==> src/sv/ps2hbe_pkg.sv <==
// Types and constants of the PS/2 host bit engine.
// No dependencies; used by the engine core, the top level and the checker.
package ps2hbe_pkg;

    localparam int DATA_BITS = 8;
    localparam int CNT_W     = 4;

    typedef enum logic [7:0] {
        PH_IDLE      = 8'b0000_0001,
        PH_RX_DATA   = 8'b0000_0010,
        PH_RX_PARITY = 8'b0000_0100,
        PH_RX_STOP   = 8'b0000_1000,
        PH_TX_DATA   = 8'b0001_0000,
        PH_TX_PARITY = 8'b0010_0000,
        PH_TX_STOP   = 8'b0100_0000,
        PH_TX_ACK    = 8'b1000_0000
    } phase_t;

    typedef enum logic [1:0] {
        STATUS_OK     = 2'd0,
        STATUS_PARITY = 2'd1,
        STATUS_STOP   = 2'd2
    } status_t;

    typedef enum logic {
        REQ_EDGE = 1'b0,
        REQ_SEND = 1'b1
    } req_t;

    typedef struct packed {
        phase_t             phase;
        logic [CNT_W-1:0]   bit_count;
        logic [7:0]         shift_bits;
        logic               parity_acc;
        logic               drv_en;
        logic               drv_lvl;
    } state_t;

    typedef struct packed {
        logic       drive_enable;
        logic       drive_level;
        logic [7:0] rx_byte;
        logic       rx_done;
        status_t    rx_status;
        logic       tx_done;
        logic       busy_reject;
    } result_t;

endpackage

==> src/sv/ps2hbe_core.sv <==
// Next-state and result logic for one event of the PS/2 host bit engine.
// Depends on ps2hbe_pkg.
module ps2hbe_core (
    input  ps2hbe_pkg::state_t  state,
    input  logic                req_type,
    input  logic                line_bit,
    input  logic [7:0]          send_byte,
    output ps2hbe_pkg::state_t  state_next,
    output ps2hbe_pkg::result_t result
);
    import ps2hbe_pkg::*;

    logic [CNT_W-1:0] count_inc;
    logic             count_last;

    assign count_inc  = state.bit_count + CNT_W'(1);
    assign count_last = (count_inc >= CNT_W'(DATA_BITS));

    always_comb
    begin
        state_next = state;
        result     = '0;
        result.rx_status = STATUS_OK;

        if (req_t'(req_type) == REQ_SEND)
        begin
            if (state.phase == PH_IDLE)
            begin
                // load the byte and drive the start bit
                state_next.shift_bits = send_byte;
                state_next.bit_count  = '0;
                state_next.parity_acc = 1'b1;
                state_next.drv_en     = 1'b1;
                state_next.drv_lvl    = 1'b0;
                state_next.phase      = PH_TX_DATA;
            end
            else
            begin
                result.busy_reject = 1'b1;
            end
        end
        else
        begin
            unique case (state.phase)
                PH_IDLE:
                begin
                    if (!line_bit)
                    begin
                        state_next.phase      = PH_RX_DATA;
                        state_next.bit_count  = '0;
                        state_next.shift_bits = '0;
                        state_next.parity_acc = 1'b1;
                    end
                end
                PH_RX_DATA:
                begin
                    if (!state.bit_count[CNT_W-1])
                        state_next.shift_bits[state.bit_count[2:0]] =
                            state.shift_bits[state.bit_count[2:0]] | line_bit;
                    state_next.parity_acc = state.parity_acc ^ line_bit;
                    state_next.bit_count  = count_inc;
                    if (count_last)
                        state_next.phase = PH_RX_PARITY;
                end
                PH_RX_PARITY:
                begin
                    // keep 1 on mismatch
                    state_next.parity_acc = line_bit ^ state.parity_acc;
                    state_next.phase      = PH_RX_STOP;
                end
                PH_RX_STOP:
                begin
                    result.rx_byte = state.shift_bits;
                    result.rx_done = 1'b1;
                    if (state.parity_acc)
                        result.rx_status = STATUS_PARITY;
                    else if (!line_bit)
                        result.rx_status = STATUS_STOP;
                    state_next.phase      = PH_IDLE;
                    state_next.bit_count  = '0;
                    state_next.parity_acc = 1'b1;
                end
                PH_TX_DATA:
                begin
                    state_next.drv_en     = 1'b1;
                    state_next.drv_lvl    = state.shift_bits[0];
                    state_next.parity_acc = state.parity_acc ^ state.shift_bits[0];
                    state_next.shift_bits = state.shift_bits >> 1;
                    state_next.bit_count  = count_inc;
                    if (count_last)
                        state_next.phase = PH_TX_PARITY;
                end
                PH_TX_PARITY:
                begin
                    state_next.drv_en  = 1'b1;
                    state_next.drv_lvl = state.parity_acc;
                    state_next.phase   = PH_TX_STOP;
                end
                PH_TX_STOP:
                begin
                    state_next.drv_en  = 1'b0;
                    state_next.drv_lvl = 1'b1;
                    state_next.phase   = PH_TX_ACK;
                end
                default:
                begin
                    // acknowledge edge, and recovery from any stray code
                    state_next.drv_en     = 1'b0;
                    state_next.drv_lvl    = 1'b1;
                    result.tx_done        = (state.phase == PH_TX_ACK);
                    state_next.phase      = PH_IDLE;
                    state_next.bit_count  = '0;
                    state_next.parity_acc = 1'b1;
                end
            endcase
        end

        result.drive_enable = state_next.drv_en;
        result.drive_level  = state_next.drv_lvl;
    end

endmodule

==> src/sv/ps2_host_bit_engine.sv <==
// A beat's result is registered in out_reg, or parked in skid_reg while out_stall holds out_reg.
// Throughput: one input beat per cycle while in_stall is low; the frame state advances on each accepted beat.
// A two-entry result buffer (output register plus skid) keeps in_stall registered.
// Reset (rst_n low, asynchronous): phase idle, bit count 0, shift bits 0,
// parity seed 1, data line released, result buffer empty.
module ps2_host_bit_engine (
    input  logic       clk,
    input  logic       rst_n,
    input  logic       in_valid,
    output logic       in_stall,
    input  logic       req_type,
    input  logic       line_bit,
    input  logic [7:0] send_byte,
    output logic       out_valid,
    input  logic       out_stall,
    output logic       drive_enable,
    output logic       drive_level,
    output logic [7:0] rx_byte,
    output logic       rx_done,
    output logic [1:0] rx_status,
    output logic       tx_done,
    output logic       busy_reject
);
    import ps2hbe_pkg::*;

    // Frame state: advances once per accepted beat.
    state_t  state_reg, state_next;
    result_t result_new;

    // Result buffer: out_reg faces the consumer, skid_reg catches a beat
    // that arrives while out_reg is held by out_stall.
    result_t out_reg, out_next;
    result_t skid_reg, skid_next;
    logic    out_valid_reg, out_valid_next;
    logic    skid_valid_reg, skid_valid_next;

    logic    in_accept;
    logic    out_free;

    // Stall input only when the skid entry is occupied.
    assign in_stall  = skid_valid_reg;
    assign in_accept = in_valid && !skid_valid_reg;
    assign out_free  = !out_valid_reg || !out_stall;

    ps2hbe_core u_core (
        .state      (state_reg),
        .req_type   (req_type),
        .line_bit   (line_bit),
        .send_byte  (send_byte),
        .state_next (state_next),
        .result     (result_new)
    );

    always_comb
    begin
        out_next        = out_reg;
        skid_next       = skid_reg;
        out_valid_next  = out_valid_reg;
        skid_valid_next = skid_valid_reg;
        if (out_free)
        begin
            if (skid_valid_reg)
            begin
                // drain the skid beat first; input is stalled this cycle
                out_next        = skid_reg;
                out_valid_next  = 1'b1;
                skid_valid_next = 1'b0;
            end
            else
            begin
                out_next       = result_new;
                out_valid_next = in_accept;
            end
        end
        else if (in_accept)
        begin
            // hold out_reg, park the new beat
            skid_next       = result_new;
            skid_valid_next = 1'b1;
        end
    end

    always_ff @(posedge clk or negedge rst_n)
    begin
        if (!rst_n)
        begin
            state_reg.phase      <= PH_IDLE;
            state_reg.bit_count  <= '0;
            state_reg.shift_bits <= '0;
            state_reg.parity_acc <= 1'b1;
            state_reg.drv_en     <= 1'b0;
            state_reg.drv_lvl    <= 1'b1;
            out_valid_reg        <= 1'b0;
            skid_valid_reg       <= 1'b0;
        end
        else
        begin
            if (in_accept)
                state_reg <= state_next;
            out_valid_reg  <= out_valid_next;
            skid_valid_reg <= skid_valid_next;
        end
    end

    // Payload registers carry no reset.
    always_ff @(posedge clk)
    begin
        out_reg  <= out_next;
        skid_reg <= skid_next;
    end

    assign out_valid    = out_valid_reg;
    assign drive_enable = out_reg.drive_enable;
    assign drive_level  = out_reg.drive_level;
    assign rx_byte      = out_reg.rx_byte;
    assign rx_done      = out_reg.rx_done;
    assign rx_status    = out_reg.rx_status;
    assign tx_done      = out_reg.tx_done;
    assign busy_reject  = out_reg.busy_reject;

endmodule

==> config.mk <==
export PLATFORM = sky130hd
export DESIGN_NAME = ps2_host_bit_engine
export DESIGN_NICKNAME = d
export VERILOG_FILES = /design/src/sv/ps2hbe_pkg.sv /design/src/sv/ps2hbe_core.sv /design/src/sv/ps2_host_bit_engine.sv
export SDC_FILE = /design/constraint.sdc
export NUM_CORES = 1
export LEC_CHECK = 0
export ABC_AREA = 1
export BUFFER_PORTS_ARGS = -buffer_cell sky130_fd_sc_hd__buf_2
export CAP_MARGIN = 20
export CORE_MARGIN = 2
export CORE_UTILIZATION = 62
export DETAILED_ROUTE_END_ITERATION = 7
export PLACE_DENSITY = 0.82
export SYNTH_ARGS = -nofsm -noshare
export SYNTH_HDL_FRONTEND = slang
export SYNTH_SLANG_ARGS = --single-unit
==> constraint.sdc <==
create_clock -name clk -period 4.1 [get_ports clk]
set_input_delay 0.41 -clock clk [delete_from_list [all_inputs] [get_ports clk]]
set_output_delay 0.41 -clock clk [all_outputs]
set_load 0.01 [all_outputs]
==> results.toml <==
[finish]
nNetsFinal = 443
layout_common_cells = "nand2_1, inv_1, nand3_1"
drive_above_1_share_pct = 21.4
syn2layout_area_growth_pct = 8.79
fillers = 398
regArea_um2 = 1530
largest_register_ffs = 23
final_common_cell = "nand2_1"
antenna_cells = 0
multi_input_area_um2 = 1350

[clocking]
htreeDepth = 2
clock_sinks = 55
clock_path_buffers = 2
clk_pin_slew_ns = 0.11
cts_resized = 0
cts_tree = "yes"
cts-root-buf = "clkbuf_8"
clk_latency_ns = 0.31
ctsHoldBuffers = 0
post_cts_buffers = 0
cts_buffers = 5

[placement]
dp_hpwl_mm = 4.35
place_congestion = 0.892
port_buffers = 30

[synthesis]
yosys_warnings = 0
yosysSeqAreaShare_pct = 48.7
avgSynthCellArea_um2 = 7.88
synthFlopType = "edfxtp_1"
netlist_area_um2 = 3140
synth_edf_count = 30
synth.distinct_cells = 31
synthArstFlopShare_pct = 45.5
syn_nets = 414
syn_inst = 399
ys_ff_latch = 55

[drt]
drc = 0
drt_wl_total_mm = 6.04
wire_per_inst_um = 12.2
drt_iter0_drc = 257
vias = 2541
dr.pass1.iters = 5
drt.antenna.violating_nets = 0
vias_per_cell = 5.12

[power_and_ir_drop]
power-per-cell-area_nw_per_um2 = 559
power_frac_seq_pct = 42.1
internal-power_mw = 1.09
sw_frac_of_total_pct = 43.0
pwr-share-clk_pct = 15.5
switching_power_mw = 0.822
irDropWorstVdd_v = 0.000380
fin_total_pwr_mw = 1.91
combPwrFrac_pct = 42.5
leakage_nw = 1.68

[timing]
worst_pin_slew_ns = 1.07
setup_viol_count_final = 0
timing.final.crit_share_pct = 54.3
rsz0062_at_grt = "no"
relSlewSlack_pct = 28.7
fmaxAchievable_mhz = 449
skew_ns = 0.0133
setup_tns_ns = 0
hold_viol_final = 0
fin_crit_ns = 2.23
finalMaxSlewViolations = 0

[floorplanning]
initial_core_util_pct = 65.3
die_y_um = 75.2
rows = 25
die-area_um2 = 5660
die_x_um = 75.2
io_pins = 31
coreArea_um2 = 4820

[global_routing]
grt_pass1_vias = 2300
grt_start_max_net_pins = 26
grt_overflow = 0
antenna_found_initial = 0
track_usage_pct = 23.7
grt_first_pass_wirelength_mm = 10.3

[worst_setup_path]
crit_fanout = 20
critPathKind = "reg2reg"
cp.required_ns = 4.02
end_kind = "flip-flop"
worst_ep_arrival_time_ns = 2.15
cp-start-kind = "flip-flop"

[job]
cap_viol_max_count = 0

[worst_hold_path]
hold_class = "in2async"

[status]
status = "finished, final reports clean"
==> Yosys cell counts, types with 3 or more instances <==
cell type / count / area [µm²]
nand3_1: 38 / 190
nand2_1: 140 / 526
dfstp_2: 3 / 78.8
o21ai_1: 5 / 25.0
nand2_2: 11 / 68.8
dfrtp_1: 22 / 551
inv_1: 48 / 180
nor2_2: 13 / 81.3
edfxtp_1: 30 / 901
nand2_4: 4 / 45.0
inv_2: 10 / 37.5
nor3_1: 5 / 25.0
o21ai_0: 7 / 35.0
a21oi_1: 5 / 25.0
o21ai_2: 7 / 61.3
nor2_1: 29 / 109
buf_2: 4 / 20.0
==> cell type report <==
class	count	share of cell area (%)
repair buffers	30	4.39
clock buffers	5	2.01
well taps	67	2.45
flip-flops and latches	55	44.7
clock inverters	3	0.585
inverters	58	6.36
multi-input cells	278	39.5
==> logic make-up after synthesis <==
logic type | after synthesis | synth area share [%]
simple gates | 249 | 36.6
buf+inv | 66 | 8.40
flops | 55 | 48.7
compound gates | 26 | 5.41
xor+xnor | 2 | 0.557
fa+ha+maj | 1 | 0.398
==> final timing paths <==
path / end / depth (start not counted) / slack, ns / start
setup / recovery: skid_reg[8] / 3 / 1.87 / in_stall
hold / removal: state_reg[10] / 1 / 0.1 / rst_n
setup reg to reg: skid_reg[8] / 3 / 1.87 / in_stall
hold reg to reg: state_reg[0] / 2 / 0.48 / state_reg[0]
max in group asynchronous: state_reg[5] / 1 / 3.59 / rst_n
min in group clk: out_valid / 3 / 0.32 / in_valid
==> layer usage <==
layer	vias up	global-route usage [%]	share of wire (%)
li1	1301	-	-
met1	1130	32.4	45
met2	100	39.7	46
met3	10	4.15	7.2
met4	0	5.46	1.6
met5	-	0	0
==> power by group through the flow <==
| stage | registers [mW] | clock network [mW] | logic [mW] |
|---|---|---|---|
| global route | 0.820 | 0.330 | 0.919 |
| finish | 0.804 | 0.296 | 0.811 |
| global placement | 0.809 | 0 | 0.784 |
| CTS | 0.801 | 0.302 | 0.807 |
| detailed placement | 0.812 | 0 | 0.802 |
| floorplan | 0.799 | 0 | 0.643 |
==> through the flow <==
| step | area (µm²) | worst slack, ns | cells | utilization [%] | hold WS (ns) |
|---|---|---|---|---|---|
| after global routing | 3420 | 1.68 | 496 | 71.0 | 0.141 |
| final | 3420 | 1.87 | 496 | 71.0 | 0.0998 |
| after global placement | 3330 | 1.90 | 488 | 69.2 | 0.440 |
| after CTS | 3420 | 1.86 | 496 | 71.0 | 0.112 |
| after floorplan | 3140 | 2.21 | 399 | - | 0.114 |
| after detailed placement | 3330 | 1.85 | 488 | 69.2 | 0.449 |
==> worst max-delay path, stage by stage (launching register included) <==
cell and delay (ns):
dfrtp_1 0.59, inv_2 0.29, nand2_1 0.15, nor2_1 0.83
Power figures use the tool's default switching activity.
